$ cat config.mk
export PLATFORM = sky130hd
export DESIGN_NAME = touch_keypad_hysteresis_thermostat
export DESIGN_NICKNAME = d
export VERILOG_FILES = /design/src/rtl/tkhyst_pkg.sv /design/src/rtl/touch_keypad_hysteresis_thermostat.sv
export SDC_FILE = /design/constraint.sdc
export NUM_CORES = 1
export LEC_CHECK = 0
export BUFFER_PORTS_ARGS = -buffer_cell sky130_fd_sc_hd__buf_2
export CORE_ASPECT_RATIO = 1.75
export CORE_UTILIZATION = 45
export CTS_BUF_LIST = sky130_fd_sc_hd__clkbuf_8
export CTS_CLUSTER_DIAMETER = 200
export DETAILED_ROUTE_END_ITERATION = 8
export PLACE_DENSITY = 0.74
export SETUP_SLACK_MARGIN = 0.15
export SYNTH_ARGS = -nofsm -noshare
export SYNTH_HDL_FRONTEND = slang
export SYNTH_SLANG_ARGS = --single-unit
$ cat constraint.sdc
create_clock -name i_clk -period 5.6 [get_ports i_clk]
set_input_delay 0.28 -clock i_clk [delete_from_list [all_inputs] [get_ports i_clk]]
set_output_delay 0.28 -clock i_clk [all_outputs]
set_load 0.005 [all_outputs]
$ cat src/rtl/tkhyst_pkg.sv
// Package for the touch keypad hysteresis thermostat.
// Holds register map, op codes, reset values and the result word type.
// No dependencies.
package tkhyst_pkg;

    localparam int unsigned SP_W    = 6;
    localparam int unsigned HYST_W  = 8;
    localparam int unsigned MS_W    = 16;
    localparam int unsigned KEY_W   = 5;
    localparam int unsigned ROOM_W  = 12;
    localparam int unsigned DISP_W  = 8;
    localparam int unsigned LED_W   = 8;
    localparam int unsigned IN_W    = 24;
    localparam int unsigned OUT_W   = 24;
    localparam int unsigned ADDR_W  = 5;

    localparam logic [SP_W-1:0]   SP_MIN_RST  = 6'd20;
    localparam logic [SP_W-1:0]   SP_MAX_RST  = 6'd35;
    localparam logic [HYST_W-1:0] HYST_RST    = 8'd16;
    localparam logic [MS_W-1:0]   HOLD_RST    = 16'd5000;
    localparam logic [MS_W-1:0]   PERIOD_RST  = 16'd1000;
    localparam logic [SP_W-1:0]   SETPOINT_RST = 6'd21;
    localparam logic [MS_W-1:0]   MS_SAT      = 16'hFFFF;

    typedef enum logic [1:0] {
        OP_TOUCH = 2'd0,
        OP_TEMP  = 2'd1,
        OP_TICK  = 2'd2,
        OP_NONE  = 2'd3
    } t_op;

    typedef enum logic [2:0] {
        REG_SP_MIN  = 3'd0,
        REG_SP_MAX  = 3'd1,
        REG_HYST    = 3'd2,
        REG_HOLD    = 3'd3,
        REG_PERIOD  = 3'd4
    } t_reg;

    localparam int unsigned KEY_DEC   = 0;
    localparam int unsigned KEY_FAN   = 1;
    localparam int unsigned KEY_POWER = 2;
    localparam int unsigned KEY_MODE  = 3;
    localparam int unsigned KEY_INC   = 4;

    localparam logic [1:0] MODE_HEAT = 2'd2;
    localparam logic [1:0] MODE_COOL = 2'd3;
    localparam logic [2:0] FAN_AUTO  = 3'd4;

    typedef struct packed {
        logic              beep;
        logic [LED_W-1:0]  status_leds;
        logic [DISP_W-1:0] display_value;
        logic              cool_valve;
        logic              heat_valve;
        logic [2:0]        fan_relays;
        logic              power_on;
    } t_result;

endpackage

$ cat src/rtl/touch_keypad_hysteresis_thermostat.sv
// Touch keypad hysteresis thermostat, top level.
// Throughput: 1 word per cycle while the output is not stalled.
// An input register feeds one combinational update of the thermostat state, whose
// result lands in an output register; both stages advance when the output is free.
// Synchronous active-low reset restores default limits, clears state, set-point 21.
// Depends on tkhyst_pkg.
module touch_keypad_hysteresis_thermostat import tkhyst_pkg::*; (
    input  logic                i_clk,
    input  logic                i_rst_n,
    input  logic                s_tvalid,
    output logic                s_tready,
    input  logic [IN_W-1:0]     s_tdata,   // keys[4:0], room_sample[16:5], zero[23:17]
    input  logic [1:0]          s_tuser,   // op[1:0]
    output logic                m_tvalid,
    input  logic                m_tready,
    output logic [OUT_W-1:0]    m_tdata,   // power_on[0], fan_relays[3:1], heat_valve[4],
                                           // cool_valve[5], display_value[13:6],
                                           // status_leds[21:14], beep[22], zero[23]
    output logic                m_tuser,   // show_setpoint[0]
    input  logic                psel,
    input  logic                penable,
    input  logic                pwrite,
    input  logic [ADDR_W-1:0]   paddr,
    input  logic [31:0]         pwdata,
    output logic [31:0]         prdata,
    output logic                pready
);

    logic [SP_W-1:0]   r_sp_min, r_sp_max;
    logic [HYST_W-1:0] r_hyst;
    logic [MS_W-1:0]   r_hold_ms, r_period_ms;

    logic              r_in_vld;
    t_op               r_op;
    logic [KEY_W-1:0]  r_keys;
    logic [ROOM_W-1:0] r_sample;

    logic              r_power, n_power;
    logic [2:0]        r_fan, n_fan;
    logic [1:0]        r_mode, n_mode;
    logic [SP_W-1:0]   r_sp, n_sp;
    logic              r_shown, n_shown;
    logic [KEY_W-1:0]  r_prev, n_prev;
    logic [ROOM_W-1:0] r_room, n_room;
    logic [MS_W-1:0]   r_hold, n_hold;
    logic [MS_W-1:0]   r_drive, n_drive;
    logic [2:0]        r_relay, n_relay;
    logic              r_heat, n_heat;
    logic              r_cool, n_cool;
    logic              r_beep, n_beep;

    logic              r_out_vld;
    t_result           r_res, n_res;
    logic              r_show, n_show;

    logic              adv;
    logic              wr_en;
    logic [2:0]        reg_idx;

    assign pready  = 1'b1;
    assign reg_idx = paddr[ADDR_W-1:2];
    assign wr_en   = psel && penable && pwrite;

    always_comb begin
        case (reg_idx)
            REG_SP_MIN: prdata = {26'd0, r_sp_min};
            REG_SP_MAX: prdata = {26'd0, r_sp_max};
            REG_HYST:   prdata = {24'd0, r_hyst};
            REG_HOLD:   prdata = {16'd0, r_hold_ms};
            REG_PERIOD: prdata = {16'd0, r_period_ms};
            default:    prdata = 32'd0;
        endcase
    end

    always_ff @(posedge i_clk) begin
        if (!i_rst_n) begin
            r_sp_min    <= SP_MIN_RST;
            r_sp_max    <= SP_MAX_RST;
            r_hyst      <= HYST_RST;
            r_hold_ms   <= HOLD_RST;
            r_period_ms <= PERIOD_RST;
        end else if (wr_en) begin
            case (reg_idx)
                REG_SP_MIN: r_sp_min    <= pwdata[SP_W-1:0];
                REG_SP_MAX: r_sp_max    <= pwdata[SP_W-1:0];
                REG_HYST:   r_hyst      <= pwdata[HYST_W-1:0];
                REG_HOLD:   r_hold_ms   <= pwdata[MS_W-1:0];
                REG_PERIOD: r_period_ms <= pwdata[MS_W-1:0];
                default: ;
            endcase
        end
    end

    assign adv      = !r_out_vld || m_tready;
    assign s_tready = !r_in_vld || adv;
    assign m_tvalid = r_out_vld;
    assign m_tdata  = {1'b0, r_res};
    assign m_tuser  = r_show;

    // state update for one word
    logic [KEY_W-1:0]      rise;
    logic signed [13:0]    room_x, sp16, lo_th, hi_th;
    logic [ROOM_W-1:0]     mag;
    logic [ROOM_W:0]       mag_r;
    logic [8:0]            deg;
    logic signed [DISP_W-1:0] room_disp;

    always_comb begin
        n_power = r_power;
        n_fan   = r_fan;
        n_mode  = r_mode;
        n_sp    = r_sp;
        n_shown = r_shown;
        n_prev  = r_prev;
        n_room  = r_room;
        n_hold  = r_hold;
        n_drive = r_drive;
        n_relay = r_relay;
        n_heat  = r_heat;
        n_cool  = r_cool;
        n_beep  = r_beep;
        rise    = r_keys & ~r_prev;

        sp16   = $signed({4'd0, r_sp, 4'd0});
        lo_th  = sp16 - $signed({6'd0, r_hyst});
        hi_th  = sp16 + $signed({6'd0, r_hyst});
        room_x = 14'(signed'(r_room));

        case (r_op)
            OP_TOUCH: begin
                n_beep = 1'b0;
                if (rise[KEY_DEC] && n_power) begin
                    n_beep = 1'b1;
                    n_hold = '0;
                    if (!n_shown) n_shown = 1'b1;
                    else if (n_sp > r_sp_min) n_sp = n_sp - 1'b1;
                end
                if (rise[KEY_FAN] && n_power) begin
                    n_beep = 1'b1;
                    n_fan  = (n_fan < FAN_AUTO) ? n_fan + 1'b1 : 3'd0;
                end
                if (rise[KEY_POWER]) begin
                    n_beep  = 1'b1;
                    n_power = !n_power;
                end
                if (rise[KEY_MODE] && n_power) begin
                    n_beep = 1'b1;
                    n_mode = n_mode + 1'b1;
                end
                if (rise[KEY_INC] && n_power) begin
                    n_beep = 1'b1;
                    n_hold = '0;
                    if (!n_shown) n_shown = 1'b1;
                    else if (n_sp < r_sp_max) n_sp = n_sp + 1'b1;
                end
                n_prev = r_keys;
            end
            OP_TEMP: n_room = r_sample;
            OP_TICK: begin
                if (r_hold != MS_SAT) n_hold = r_hold + 1'b1;
                if (r_drive != MS_SAT) n_drive = r_drive + 1'b1;
                if (r_power) begin
                    if (r_shown && n_hold > r_hold_ms) n_shown = 1'b0;
                    if (n_drive >= r_period_ms) begin
                        n_drive = '0;
                        case (r_fan)
                            3'd0:    n_relay = 3'b000;
                            3'd1:    n_relay = 3'b001;
                            3'd2:    n_relay = 3'b010;
                            3'd3:    n_relay = 3'b100;
                            default: n_relay = r_relay;
                        endcase
                        if (r_mode == MODE_HEAT) begin
                            n_cool = 1'b0;
                            if (room_x < lo_th) n_heat = 1'b1;
                            else if (room_x > hi_th) n_heat = 1'b0;
                        end else if (r_mode == MODE_COOL) begin
                            n_heat = 1'b0;
                            if (room_x > hi_th) n_cool = 1'b1;
                            else if (room_x < lo_th) n_cool = 1'b0;
                        end
                    end
                end
            end
            default: ;
        endcase

        if (!n_power) begin
            n_relay = '0;
            n_heat  = 1'b0;
            n_cool  = 1'b0;
        end

        // round half away from zero, saturate the positive end
        mag   = n_room[ROOM_W-1] ? 12'(-n_room) : n_room;
        mag_r = {1'b0, mag} + 13'd8;
        deg   = mag_r[12:4];
        if (n_room[ROOM_W-1]) room_disp = 8'(-deg);
        else if (deg > 9'd127) room_disp = 8'sd127;
        else room_disp = deg[7:0];

        n_res.power_on   = n_power;
        n_res.fan_relays = n_relay;
        n_res.heat_valve = n_heat;
        n_res.cool_valve = n_cool;
        n_res.beep       = n_beep;
        n_show           = n_power && n_shown;
        if (n_power) begin
            n_res.display_value = n_shown ? {2'b00, n_sp} : room_disp;
            n_res.status_leds   = 8'(1) << n_mode;
            case (n_fan)
                3'd1:    n_res.status_leds[4] = 1'b1;
                3'd2:    n_res.status_leds[5] = 1'b1;
                3'd3:    n_res.status_leds[6] = 1'b1;
                3'd4:    n_res.status_leds[7] = 1'b1;
                default: ;
            endcase
        end else begin
            n_res.display_value = '0;
            n_res.status_leds   = '0;
        end
    end

    always_ff @(posedge i_clk) begin
        if (!i_rst_n) begin
            r_in_vld  <= 1'b0;
            r_out_vld <= 1'b0;
            r_power   <= 1'b0;
            r_fan     <= '0;
            r_mode    <= '0;
            r_sp      <= SETPOINT_RST;
            r_shown   <= 1'b0;
            r_prev    <= '0;
            r_room    <= '0;
            r_hold    <= '0;
            r_drive   <= '0;
            r_relay   <= '0;
            r_heat    <= 1'b0;
            r_cool    <= 1'b0;
            r_beep    <= 1'b0;
        end else begin
            if (s_tready) r_in_vld <= s_tvalid;
            if (adv) r_out_vld <= r_in_vld;
            if (adv && r_in_vld) begin
                r_power <= n_power;
                r_fan   <= n_fan;
                r_mode  <= n_mode;
                r_sp    <= n_sp;
                r_shown <= n_shown;
                r_prev  <= n_prev;
                r_room  <= n_room;
                r_hold  <= n_hold;
                r_drive <= n_drive;
                r_relay <= n_relay;
                r_heat  <= n_heat;
                r_cool  <= n_cool;
                r_beep  <= n_beep;
            end
        end
    end

    always_ff @(posedge i_clk) begin
        if (s_tready && s_tvalid) begin
            r_op     <= t_op'(s_tuser);
            r_keys   <= s_tdata[KEY_W-1:0];
            r_sample <= s_tdata[KEY_W+ROOM_W-1:KEY_W];
        end
        if (adv && r_in_vld) begin
            r_res  <= n_res;
            r_show <= n_show;
        end
    end

    a_valves_exclusive: assert property (@(posedge i_clk) disable iff (!i_rst_n)
        !(r_heat && r_cool))
        else $error("heat and cool valves open together");

    a_off_clears_drive: assert property (@(posedge i_clk) disable iff (!i_rst_n)
        !r_power |-> (r_relay == 3'd0 && !r_heat && !r_cool))
        else $error("drive outputs active while power is off");

    a_off_blank_result: assert property (@(posedge i_clk) disable iff (!i_rst_n)
        (r_out_vld && !r_res.power_on) |->
        (r_res.status_leds == '0 && r_res.display_value == '0 && !r_show))
        else $error("result shows display data while power is off");

    a_state_holds_idle: assert property (@(posedge i_clk) disable iff (!i_rst_n)
        !$past(r_in_vld) |-> ($stable(r_sp) && $stable(r_power) && $stable(r_mode)))
        else $error("state changed without a word in the input stage");

endmodule
# Word-level counts from Yosys, hierarchy flattened
# Cells that the tools add are included.
# op_classes
n_addsub	11
order_cmp	8
n_eq_ne	18
shifts	1
mux	68
n_bitwise	3
n_reduce_logical	28
# op_table
operator	count
16-bit two-way mux	8
16-bit case mux with 5 select lines	1
6-bit two-way mux	9
1-bit two-way mux	34
16-bit by 1-bit adder with 16-bit output, second input constant	2
16-bit != test, second input constant	2
16-bit case mux with 2 select lines	1
12-bit two-way mux	2
3-bit two-way mux	7
3-bit by 2-bit equality test with 1-bit output, second input constant	6
16-bit greater-or-equal comparator	1
16-bit > comparator	1
8-bit two-way mux	2
2-bit AND reduction	7
12-bit by 4-bit adder with 13-bit output, second input constant	1
12-bit > comparator	1
12-bit by 11-bit less-than comparator with 1-bit output	1
12-bit negation	1
3-bit case mux with 4 select lines	1
10-bit by 8-bit adder with 11-bit output	1
10-bit by 8-bit subtractor with 11-bit output	1
1-bit logical AND	10
3-bit by 1-bit equality test with 1-bit output, second input constant	3
9-bit by 7-bit > comparator with 1-bit output, second input constant	1
other kinds (25)	33
# word_totals
ff_bits	165
input_bits	70
output_inout_bits	60
word_cells	169

# Longest topological paths before layout
# Gate-level depths: netlist (run 1).
# depth
depth_word	11
ltp_mapped	20
depth_no_buf	19

# Worst setup path before layout (run 1)
# Ideal clock, no wire load.
# synth_path
path_type	flip-flop to flip-flop
from	register r_sp[0]
to	register r_res (netlist bit m_tdata[6]) (data pin)
setup_time_ps	264
t_arrival_ps	3886
required_time_ps	5336
slack_ps	1450
path_stages_with_launch	20
n_path_buf	1
period_less_slack_ps	4150
cell_sequence	dfxtp_1 -> clkbuf_1 -> inv_1 -> ha_1 -> nand4_1 -> nor2_1 -> or3_1 -> nor2_1 -> nand2_1 -> xor2_1 -> inv_1 -> ha_1 -> a21oi_1 -> nor2_1 -> a2111oi_0 -> a31oi_1 -> or3_1 -> a21oi_1 -> xnor2_1 -> o22ai_1
# synth_between
elab_chain_cells	11
word_cells_on_any_way	13
classes_between	add/sub: 2; order compare: 2; mux: 9
# synth_rtl
item	line_no	rtl
start, declared	touch_keypad_hysteresis_thermostat.sv:41	logic [SP_W-1:0] r_sp, n_sp;
start signal, assigned	touch_keypad_hysteresis_thermostat.sv:248	r_sp <= n_sp;
6-bit by 1-bit subtractor with 6-bit output / 6-bit > comparator (equally long branches)	touch_keypad_hysteresis_thermostat.sv:136	else if (n_sp > r_sp_min) n_sp = n_sp - 1'b1;
6-bit two-way mux	touch_keypad_hysteresis_thermostat.sv:136	
6-bit two-way mux	touch_keypad_hysteresis_thermostat.sv:135	if (!n_shown) n_shown = 1'b1;
6-bit two-way mux	touch_keypad_hysteresis_thermostat.sv:132	if (rise[KEY_DEC] && n_power) begin
6-bit two-way mux	touch_keypad_hysteresis_thermostat.sv:129	case (r_op)
6-bit by 1-bit adder with 6-bit output / 6-bit less-than comparator (equally long branches)	touch_keypad_hysteresis_thermostat.sv:154	else if (n_sp < r_sp_max) n_sp = n_sp + 1'b1;
6-bit two-way mux	touch_keypad_hysteresis_thermostat.sv:154	
6-bit two-way mux	touch_keypad_hysteresis_thermostat.sv:153	if (!n_shown) n_shown = 1'b1;
6-bit two-way mux	touch_keypad_hysteresis_thermostat.sv:150	if (rise[KEY_INC] && n_power) begin
6-bit two-way mux (*)	touch_keypad_hysteresis_thermostat.sv:129	
6-bit two-way mux (*)	touch_keypad_hysteresis_thermostat.sv:209	n_res.display_value = n_shown ? {2'b00, n_sp} : room_disp;
end signal, assigned	touch_keypad_hysteresis_thermostat.sv:269	r_res <= n_res;
end, declared	touch_keypad_hysteresis_thermostat.sv:53	t_result r_res, n_res;
# Mark *: on every way between the ends. The rest lies on a longest branch, timed or not. The select of a mux whose other input is x is not followed.
# A chain may end at the register's enable or synchronous reset.

# Worst setup path in the final report (run 1)
# Same ends and word-level chain as after synthesis.

==> results of run 1 <==
-- state kept, by name, summed over array words and instances (netlist names), 6 cells and up --
| register | flops |
|---|---|
| r_hyst | 8 |
| r_hold | 16 |
| r_sp_max | 6 |
| r_room | 12 |
| r_drive | 16 |
| r_hold_ms | 16 |
| r_sample | 12 |
| r_sp | 6 |
| r_period_ms | 16 |
| r_sp_min | 6 |
| m_tdata | 23 |
-- report_power, final --
group          switching, mW  internal, mW
Sequential            0.0269          1.25
Combinational          0.219         0.153
Clock                  0.454         0.392
Total                  0.699          1.80
-- metrics by stage --
step	util [%]	hold WS (ns)	std cells	area, um^2	power [mW]
2_1_floorplan	-	0.379	1325	11100	1.57
3_3_place_gp	48.4	0.447	1651	11600	1.66
5_1_grt	50.8	0.0309	1702	12200	2.60
6_report	50.8	0.0431	1702	12200	2.50
4_1_cts	50.8	0.0117	1702	12200	2.51
3_5_place_dp	48.4	0.454	1651	11600	1.66
-- cells in the mapped netlist (18+ instances only) --
cell      count  area share, %
inv_1        83            2.8
nand3_1      45            2.0
nor2b_1      38            2.1
dfxtp_1     122             22
o211ai_1     21            1.4
a21boi_0     41            2.8
o21ai_0      47            2.1
o22ai_1      19            1.1
xnor2_1      47            3.7
clkbuf_1     48            1.6
buf_4        19            1.3
edfxtp_1     43             12
nor3_1       30            1.4
ha_1         87            9.8
a21oi_1      62            2.8
xor2_1       18            1.4
nand2_1     166            5.6
mux2i_1      42            3.8
nor2_1       81            2.7
-- final cells by class --
cell class | instances | area (um^2)
Clock buffer | 17 | 234
Clock inverter | 15 | 143
Fill cell | 2286 | 11800
Inverter | 84 | 315
Multi-Input combinational cell | 997 | 6680
Sequential cell | 165 | 3730
Tap cell | 308 | 385
Timing Repair Buffer | 116 | 703
-- worst max-delay path by stage --
| stage | from | end | slack (ns) | depth (start not counted) |
|---|---|---|---|---|
| 5_1_grt | r_sp[3]$_SDFFE_PN0P_ | m_tdata[6]$_SDFFCE_PP0P_ | 0.45 | 17 |
| 6_report | r_sp[0]$_SDFFE_PN1P_ | m_tdata[6]$_SDFFCE_PP0P_ | 0.85 | 18 |
| 3_5_place_dp | r_sp[0]$_SDFFE_PN1P_ | m_tdata[6]$_SDFFCE_PP0P_ | 0.98 | 18 |
| 3_3_place_gp | r_sp[0]$_SDFFE_PN1P_ | m_tdata[6]$_SDFFCE_PP0P_ | 1.05 | 18 |
| 4_1_cts | r_drive[0]$_SDFFE_PN0P_ | m_tdata[4]$_DFFE_PP_ | 0.93 | 18 |
| 2_1_floorplan | r_sp[0]$_SDFFE_PN1P_ | m_tdata[6]$_SDFFCE_PP0P_ | 1.45 | 19 |
-- per-layer routing --
metal	global-route usage [%]	up-vias	wire length [um]
met5	0	-	0
met4	11.5	0	1090
met3	3.32	72	993
met2	43.0	233	14600
met1	22.7	4472	10300
li1	-	4725	-
-- worst register-to-register path: stages, from the launching register on --
cell and delay [ns]:
dfxtp_1 0.57, inv_1 0.16, ha_1 0.30, nand4_1 0.09, nor2_1 0.06, or3_1 0.43, nor2_1 0.30, nand2_1 0.11
xor2_1 0.25, inv_1 0.08, ha_1 0.30, a21oi_1 0.19, nor2_1 0.06, a2111oi_0 0.44, a31oi_1 0.27, or3_1 0.39
a21oi_1 0.20, xnor2_1 0.17, o22ai_1 0.13
-- cells by family after synthesis --
logic type      after synthesis  synth area share, %
buf+inv                     163                 6.48
fa+ha+maj                    88                 10.0
flops                       165                 33.7
simple gates                478                 21.4
other cells                   2               0.0679
mux                          51                 4.92
xor+xnor                     67                 5.44
compound gates              295                 17.9
-- what timing repair did --
action	4_1_cts	5_1_grt
gates resized for setup	0	0
hold buffers	19	0
setup endpoints to repair	0	0
setup buffers	0	0
hold endpoints to repair	19	0
==> key figures, run 1 <==
Run status
  – Status: complete, no violations

Timing
  – Slew margin rel.: between 20 and 30%
  – Unrepaired setup endpoints after global routing: no
  – Final period utilization: between 80% and 90%
  – Clock Skew: about 0.014 ns
  – Final Hold Fails: 0
  – Final Setup Violations: 0
  – TNS Setup: 0 ns
  – Worst Max-Slew Pin Slew: 1.07 ns
  – Setup ws final: ~0.85 ns
  – Slew Limit Fails: 0
  – Max Freq: 211 MHz
  – Post-route minimum period: ~4.7 ns

Global routing
  – Remaining global-route overflow: 0
  – Largest net degree at the start of global routing: 60
  – Vias in the first global route: ~9500
  – Initial antenna violation count: 0
  – Global-route wire length before repair: 45000 um
  – Total track usage: between 20% and 30%

Routing
  – Iter 0 DRT Violations: around 470
  – Vias post-DR: 9502
  – Drt total wl: roughly 27000 um
  – Vias per cell: around 5.6
  – DRC errors left: 0
  – Drt first pass iters: 5
  – Antenna viol nets, final: 0
  – Avg WL per Cell: 15.9 um

Floorplanning
  – Core Box Area: 0.0240 mm^2
  – Rows: 75
  – Die Ht: approximately 210 um
  – I/O pins: 130
  – Die area: roughly 0.025 mm^2
  – Initial core utilization: between 40% and 50%
  – Die width: approximately 120 um

Logic synthesis
  – Number of synthesized flops with an enable pin: 43
  – Syn Std Cell Area: ~0.011 mm^2
  – Synth warnings: 0
  – Ys async rst share: 0%
  – Sequential share of the synthesized area: approximately 34%
  – Yosys reg bits: ~170
  – Post-Syn Instances: between 1000 and 1500
  – Synth cell types: between 70 and 80
  – Mean post-synth cell area: approximately 8.5 um^2
  – Top FF cell, synth: dfxtp_1

Layout
  – Area Growth Syn to Fin: 10.2%
  – Total Nets Final: between 1500 and 2000
  – Commonest non-fill, non-tap cell in the layout: nand2_1
  – Commonest cells after routing, fill and taps aside: nand2_1, dfxtp_1, inv_1, ha_1, buf_2
  – N_diodes: 0
  – Share of cells above drive strength 1: 10.8%

Place
  – Hpwl dp: 20700 um
  – DP Worst Slack: approximately 0.98 ns
  – # port buffers: 86
  – RePlAce Congestion: roughly 0.94

Critical path
  – Worst-path fanout max: 10
  – Crit path buf inv count: 2
  – Worst path slowest cell: dfxtp_1
  – Crit Path Class: flip-flop to flip-flop
  – Worst R2R Start: r_sp[0]$_SDFFE_PN1P_
  – Delay-heaviest family, CP: simple AND/OR/NAND/NOR gates
  – R2R cell count: 18
  – Critical Path Sink Type: flip-flop
  – Startpoint types: flip-flop
  – Worst Path Arrival: between 4 and 5 ns
  – Reg-to-reg slack, setup: 0.85 ns
  – Crit path largest cell delay: between 0.5 and 0.6 ns
  – Most frequent CP cell: nor2_1
  – Reg2reg end: m_tdata[6]$_SDFFCE_PP0P_
  – Critical path, cell by cell: inv_1 > ha_1 > nand4_1 > nor2_1 > or3_1 > nor2_1 > nand2_1 > xor2_1 > inv_1 > ha_1 > a21oi_1 > nor2_1 > a2111oi_0 > a31oi_1 > or3_1 > a21oi_1 > xnor2_1 > o22ai_1
  – Critical path required time: roughly 5.8 ns

Worst hold path
  – Hold EP: r_hold_ms[9]$_SDFFE_PN1P_
  – Hold path startpoint: pwdata[9]
  – Hold Path Stages: 3
  – Hold WC Path Type: input pin to flip-flop

Clock tree
  – Clock Sinks: between 150 and 200
  – Root Buffer: clkbuf_8
  – Num CTS Buffers: 17
  – Clk slew on worst S/H paths: about 0.09 ns
  – CTS H-tree depth: 4
  – TritonCTS clock tree: done
  – Worst-case clock buffer depth: 2
  – Clk Latency, worst-skew pair: roughly 0.47 ns

Power
  – Power per Cell Area: a little over 200 mW/mm^2
  – Total leakage power: 5.08 nW
  – Peak supply drop: 0.161 mV

Run
  – Max cap viols: 0
Power figures use the tool's default switching activity.
==> inputs of run 2 (changes only) <==
Settings changed: ABC_AREA set to 1.
Clock period 5.6 ns to 4.5 ns, I/O delays scaled along.
==> key figures, run 2 <==
Clock tree
  – Clk Latency, worst-skew pair: 0.50 ns (+0.03 ns)
  – Num CTS Buffers: 17 (unchanged)
  – Clock Sinks: 165 (unchanged)
  – Worst-case clock buffer depth: 2 (unchanged)
  – CTS H-tree depth: 4 (unchanged)
  – Root Buffer: clkbuf_8
  – TritonCTS clock tree: done
  – Clk slew on worst S/H paths: 0.09 ns (about the same)

Critical path
  – Worst-path fanout max: 23 (+13)
  – Delay-heaviest family, CP: simple AND/OR/NAND/NOR gates
  – Crit path buf inv count: 5 (+3)
  – Startpoint types: flip-flop
  – Crit Path Class: flip-flop to flip-flop
  – Worst Path Arrival: 4.21 ns (-0.75 ns)
  – Critical Path Sink Type: flip-flop
  – Most frequent CP cell: nand2_1
  – Worst path slowest cell: edfxtp_1
  – Crit path largest cell delay: 0.54 ns (-0.03 ns)
  – Critical path required time: 4.75 ns (-1.06 ns)
  – Critical path, cell by cell: inv_2 > nand2_4 > nand2_1 > o21a_1 > buf_4 > nand3_1 > nand2_2 > inv_1 > ha_1 > inv_1 > nand2_1 > nand2_1 > inv_1 > ha_1 > or2_2 > nor2_1 > nand3_1 > nor2_1 > nand3_1 > nand2_2 > nand2_4 > nand2_1 > a21oi_2

Timing
  – Final period utilization: 88.0% (+3.2 points)
  – Final Setup Violations: 0 (unchanged)
  – Setup ws final: 0.542 ns (-0.311 ns)
  – Worst hold slack: 0.0397 ns (-0.00342 ns)
  – Clock Skew: 0.0123 ns (-0.00143 ns)
  – Slew Limit Fails: 0 (unchanged)
  – Worst Max-Slew Pin Slew: 1.02 ns (-0.0509 ns)
  – Final Hold Fails: 0 (unchanged)
  – Post-route minimum period: 3.96 ns (-0.789 ns)
  – Slew margin rel.: 31.8% (+3.8 points)
  – Unrepaired setup endpoints after global routing: no
  – TNS Setup: 0 ns (unchanged)
  – Max Freq: 253 MHz (+20%)

Logic synthesis
  – Number of synthesized flops with an enable pin: 43 (unchanged)
  – Sequential share of the synthesized area: 35.2% (+1.5 points)
  – Synth cell types: 52 (-33%)
  – Syn Std Cell Area: 0.0106 mm^2 (-4.1%)
  – Yosys top cell by area: dfxtp_1
  – Post-Syn Instances: 1448 (+11%)
  – Top post-synthesis cells by count: nand2_1, inv_1, a21oi_1
  – Top cell type's share of synthesized area: 23.0% (+0.95 points)
  – Ys async rst share: 0% (unchanged)
  – Synth warnings: 0 (unchanged)
  – Mean post-synth cell area: 7.33 um^2 (-13%)
  – Main area contributors after synthesis: dfxtp_1, edfxtp_1, nand2_1
  – Top FF cell, synth: dfxtp_1
  – Most common cell in the netlist: nand2_1
  – Yosys reg bits: 165 (unchanged)

Power
  – Sequential share of power: 46.3% (-4.9 points)
  – Comb pwr share: 18.3% (+3.4 points)
  – Switching Share: 29.6% (+1.5 points)
  – Total leakage power: 5.45 nW (+7.4%)
  – Clock power frac: 35.4% (+1.5 points)
  – Power Internal: 2.45 mW (+37%)
  – Peak supply drop: 0.277 mV (+72%)
  – Power per Cell Area: 289 mW/mm^2 (+41%)
  – Sw power: 1.03 mW (+47%)

Global routing
  – Global-route wire length before repair: 44800 um (-0.40%)
  – Initial antenna violation count: 0 (unchanged)
  – M3 GR Usage: 4.43% (+1.1 points)
  – Gr busiest metal: met2
  – Vias in the first global route: 9570 (+0.81%)
  – GR Layer Usage met1: 22.1% (-0.61 points)
  – Remaining global-route overflow: 0 (unchanged)
  – Largest net degree at the start of global routing: 74 (+23%)
  – Total track usage: 23.4% (+1.1 points)
  – Met2 usage: 45.5% (+2.5 points)

Floorplanning
  – I/O pins: 130 (unchanged)
  – Die Ht: 205 um (-2.1%)
  – Die width: 118 um (-2.1%)
  – Core Box Area: 0.0232 mm^2 (-3.3%)
  – Die area: 0.0242 mm^2 (-4.1%)
  – Rows: 74 (-1.3%)
  – Initial core utilization: 45.6% (-0.41 points)

Routing
  – Vias post-DR: 9754 (+2.7%)
  – Avg WL per Cell: 14.5 um (-8.4%)
  – Antenna viol nets, final: 0 (unchanged)
  – Drt first pass iters: 5 (unchanged)
  – Iter 0 DRT Violations: 399 (-14%)
  – DRC errors left: 0 (unchanged)
  – Drt total wl: 27200 um (+0.84%)
  – Vias per cell: 5.20 (-6.8%)

Layout
  – N_diodes: 0 (unchanged)
  – Share of cells above drive strength 1: 12.8% (+2.0 points)
  – Non-filler instance count after layout: 1874 (+10%)
  – Area Growth Syn to Fin: 13.6%
  – Largest register FFs: 23 (unchanged)
  – Total Nets Final: 1715 (+11%)
  – Commonest non-fill, non-tap cell in the layout: nand2_1
  – Commonest cells after routing, fill and taps aside: nand2_1, inv_1, a21oi_1, o21ai_0, dfxtp_1

Worst hold path
  – Hold WC Path Type: input pin to flip-flop

Run
  – Max cap viols: 0 (unchanged)

Place
  – DP Worst Slack: 0.200 ns (-0.783 ns)
  – RePlAce Congestion: 0.946 (+0.36%)
  – Hpwl dp: 20600 um (-0.69%)
  – Placed instance count: 1809 (+9.6%)
  – # port buffers: 86 (unchanged)

Run status
  – Status: complete, no violations
[run 2: cell types whose count changed after synthesis, sizes merged, moves of 30 or more]
cell    change
a21boi     -40
a21oi      +89
inv       +120
mux2i      -43
nand2     +171
nand3      +30
nor2b      -38
o21ai      +77
xnor2      -42
[run 2: worst min-delay path, cell delays in order]
cell	delay, ns
buf_2	0.15
nand2_1	0.07
nand3_1	0.07
[run 2: kinds of logic after synthesis]
group	count (synthesis)	share of synthesized area, %
AO/OA/AOI/OAI	332	17.0
XOR/XNOR	39	3.22
buffers and inverters	264	10.4
AND/OR/NAND/NOR	557	23.6
flip-flops	165	35.2
multiplexers	1	0.0944
other	2	0.0708
adder cells (fa/ha/maj)	88	10.4
[run 2: metal layers]
metal / vias up / part of all wire, % / wire length, um
met1: 4466 / 36 / 9890
met2: 227 / 54 / 14700
met3: 77 / 4.0 / 1080
met5: - / 0 / 0
li1: 4984 / - / -
met4: 0 / 5.6 / 1510
[run 2: worst paths after layout]
kind                     startpoint                   endpoint  slack (ns)  cells after the start
max reg2reg       r_op[1]$_DFFE_PP_  m_tdata[13]$_SDFFCE_PP0P_        0.54                     23
min reg2reg  r_prev[3]$_SDFFE_PN0P_     r_prev[3]$_SDFFE_PN0P_        0.46                      2
min                       pwdata[0]   r_sp_max[0]$_SDFFE_PN1P_        0.04                      3
max               r_op[1]$_DFFE_PP_  m_tdata[13]$_SDFFCE_PP0P_        0.54                     23
[run 2: per-stage QoR]
| step | area (um^2) | utilization, % | total power, mW |
|---|---|---|---|
| 6_report | 12100 | 51.9 | 3.48 |
| 5_1_grt | 12100 | 51.9 | 3.64 |
| 4_1_cts | 12000 | 51.6 | 3.50 |
| 3_5_place_dp | 11200 | 48.4 | 2.26 |
| 3_3_place_gp | 11200 | 48.4 | 2.24 |
| 2_1_floorplan | 10700 | - | 2.10 |
[run 2: layout make-up]
cell class,count,area [um^2]
clock buffer,17,234
clock inverter,15,210
fill,2246,11200
inverter,208,781
multi-input combinational,1035,5880
sequential,165,3730
tap,304,380
timing repair buffer,130,838
[run 2: power by group through the flow]
| stage | logic (mW) | registers [mW] | clock network (mW) |
|---|---|---|---|
| floorplan | 0.461 | 1.64 | 0 |
| finish | 0.637 | 1.61 | 1.23 |
| detailed placement | 0.612 | 1.65 | 0 |
| global placement | 0.595 | 1.64 | 0 |
| CTS | 0.634 | 1.61 | 1.26 |
| global route | 0.721 | 1.62 | 1.30 |
[run 2: repair_timing]
| action | 4_1_cts | 5_1_grt |
|---|---|---|
| buffers inserted | 0 | 2 |
| endpoints found under the setup margin | 0 | 35 |
| endpoints found under the hold margin | 39 | 0 |
| resized for setup | 0 | 11 |
| hold buffers | 31 | 0 |
==> inputs of run 3 (changes only) <==
Settings changed: CELL_PAD_IN_SITES_DETAIL_PLACEMENT set to 0, CELL_PAD_IN_SITES_GLOBAL_PLACEMENT set to 2, CORE_UTILIZATION 45 to 35, PLACE_DENSITY 0.74 to 0.93.
==> key figures, run 3 (synthesis gave the netlist of run 2 again) <==
Critical path
  – R2R cell count: 23 (unchanged)
  – Worst R2R Start: r_drive[0]$_SDFFE_PN0P_
  – Critical path required time: 4.75 ns (about the same)
  – Startpoint types: flip-flop
  – Worst Path Arrival: 4.23 ns (+0.02 ns)
  – Worst-path fanout max: 4 (-83%)
  – Reg-to-reg slack, setup: 0.52 ns (-0.02 ns)
  – Reg2reg end: m_tdata[1]$_DFFE_PP_
  – Critical Path Sink Type: flip-flop
  – Crit Path Class: flip-flop to flip-flop

Power
  – Total power draw: 3.31 mW (-5.0%)
  – Peak supply drop: 0.200 mV (-28%)
  – Total leakage power: 5.44 nW (-0.31%)
  – Power per Cell Area: 273 mW/mm^2 (-5.4%)

Floorplanning
  – Rows: 84 (+14%)
  – Die width: 134 um (+13%)
  – Die Ht: 232 um (+13%)
  – Initial core utilization: 35.4% (-10 points)
  – I/O pins: 130 (unchanged)
  – Core Box Area: 0.0300 mm^2 (+29%)
  – Die area: 0.0310 mm^2 (+28%)

Timing
  – Slew Limit Fails: 0 (unchanged)
  – Clock Skew: 0.0162 ns (+0.00398 ns)
  – Post-route minimum period: 3.98 ns (+0.0250 ns)
  – Setup ws final: 0.517 ns (-0.0250 ns)
  – Worst Max-Slew Pin Slew: 0.933 ns (-0.0891 ns)
  – Final Hold Fails: 0 (unchanged)
  – Unrepaired setup endpoints after global routing: yes
  – TNS Setup: 0 ns (unchanged)
  – Slew margin rel.: 37.7% (+6.0 points)
  – Final period utilization: 88.5% (+0.56 points)
  – Final Setup Violations: 0 (unchanged)
  – Max Freq: 251 MHz (-0.63%)

Routing
  – DRC errors left: 0 (unchanged)
  – Antenna viol nets, final: 0 (unchanged)
  – Drt total wl: 29300 um (+7.8%)
  – Vias per cell: 4.91 (-5.7%)
  – Avg WL per Cell: 14.9 um (+2.9%)
  – Drt first pass iters: 5 (unchanged)
  – Vias post-DR: 9630 (-1.3%)
  – Iter 0 DRT Violations: 334 (-16%)

Run
  – Max cap viols: 0 (unchanged)

Clock tree
  – Worst-case clock buffer depth: 2 (unchanged)
  – Clk Latency, worst-skew pair: 0.50 ns (about the same)
  – CTS H-tree depth: 4 (unchanged)
  – TritonCTS clock tree: done
  – Num CTS Buffers: 17 (unchanged)
  – Clk slew on worst S/H paths: 0.09 ns (about the same)
  – Root Buffer: clkbuf_8
  – Clock Sinks: 165 (unchanged)
  – Number of buffers added for setup after CTS: 0 (unchanged)

Global routing
  – Global-route wire length before repair: 46100 um (+3.0%)
  – Vias in the first global route: 9296 (-2.9%)
  – Initial antenna violation count: 0 (unchanged)
  – Remaining global-route overflow: 0 (unchanged)
  – Largest net degree at the start of global routing: 74 (unchanged)
  – Total track usage: 19.4% (-4.0 points)

Worst hold path
  – Hold EP: r_period_ms[14]$_SDFFE_PN0P_
  – Hold path startpoint: pwdata[14]
  – Hold Path Stages: 3 (unchanged)
  – Hold WC Path Type: input pin to flip-flop

Layout
  – Design area: 0.0121 mm^2 (+0.45%)
  – Commonest non-fill, non-tap cell in the layout: nand2_1
  – Fill cells: 3118 (+39%)
  – Total Nets Final: 1720 (+0.29%)
  – N_diodes: 0 (unchanged)
  – Commonest cells after routing, fill and taps aside: nand2_1, inv_1, a21oi_1, o21ai_0, dfxtp_1
  – Largest register FFs: 23 (unchanged)
  – Share of cells above drive strength 1: 13.0% (+0.21 points)
  – Area Growth Syn to Fin: 14.1%

Place
  – Placement Cell Area: 0.0114 mm^2 (+1.6%)
  – Hpwl dp: 22700 um (+10%)
  – RePlAce Congestion: 0.821 (-13%)
  – DP Worst Slack: 0.237 ns (+0.0376 ns)
  – # port buffers: 86 (unchanged)

Run status
  – Status: complete, no violations
[run 3: final cells by class]
type,count,area [um^2],share of cell area [%]
Clock buffer,17,234,1.93
Sequential cell,165,3730,30.8
Tap cell,387,484,4.00
Clock inverter,15,130,1.07
Multi-Input combinational cell,1035,5860,48.4
Inverter,208,781,6.45
Timing Repair Buffer,135,886,7.32
[run 3: how the worst max path moves through the flow]
stage | startpoint | endpoint
after floorplan | r_drive[0]$_SDFFE_PN0P_ | m_tdata[2]$_DFFE_PP_
after global placement | r_drive[0]$_SDFFE_PN0P_ | m_tdata[2]$_DFFE_PP_
after detailed placement | r_drive[0]$_SDFFE_PN0P_ | m_tdata[2]$_DFFE_PP_
after CTS | r_drive[0]$_SDFFE_PN0P_ | m_tdata[1]$_DFFE_PP_
after global routing | r_drive[0]$_SDFFE_PN0P_ | m_tdata[1]$_DFFE_PP_
final | r_drive[0]$_SDFFE_PN0P_ | m_tdata[1]$_DFFE_PP_
[run 3: repair_timing]
item | in CTS | in global routing
hold endpoints to repair | 37 | 0
hold buffers | 30 | 0
endpoints found under the setup margin | 0 | 18
gates resized for setup | 0 | 8
[run 3: report_power, final]
part | internal [mW] | total [mW] | switching [mW]
clock network | 0.439 | 1.05 | 0.616
logic | 0.229 | 0.645 | 0.416
registers | 1.58 | 1.61 | 0.0346
total | 2.24 | 3.31 | 1.07
[run 3: worst max-delay path, cell delays in order (launching register included)]
cell,delay [ns]
dfxtp_1,0.39
ha_1,0.18
inv_1,0.07
nor3_2,0.17
nand2_1,0.12
nor3_2,0.22
inv_1,0.09
nor3_1,0.13
inv_1,0.07
nor2_1,0.14
nand3_1,0.09
o21a_1,0.13
ha_1,0.28
nand2_1,0.07
nor2_1,0.17
nand4_1,0.16
o311ai_2,0.32
buf_4,0.19
nand2_1,0.11
nor2_1,0.15
inv_1,0.06
or2_2,0.27
nand3_1,0.09
inv_1,0.06
[run 3: through the flow]
| step | instances | hold WS [ns] | utilization [%] |
|---|---|---|---|
| final | 1962 | 0.0616 | 40.4 |
| after CTS | 1962 | 0.0112 | 40.3 |
| after floorplan | 1464 | 0.324 | - |
| after global placement | 1900 | 0.404 | 38.1 |
| after detailed placement | 1900 | 0.404 | 38.1 |
| after global routing | 1962 | 0.0544 | 40.4 |
[run 3: per-layer routing]
metal  part of all wire, %  vias to the layer above  GRT usage (%)
met2                    56                      161           39.4
met4                   3.6                        0           9.20
met5                     0                        -              0
met3                   3.1                       48           3.45
met1                    37                     4421           18.1
li1                      -                     5000              -
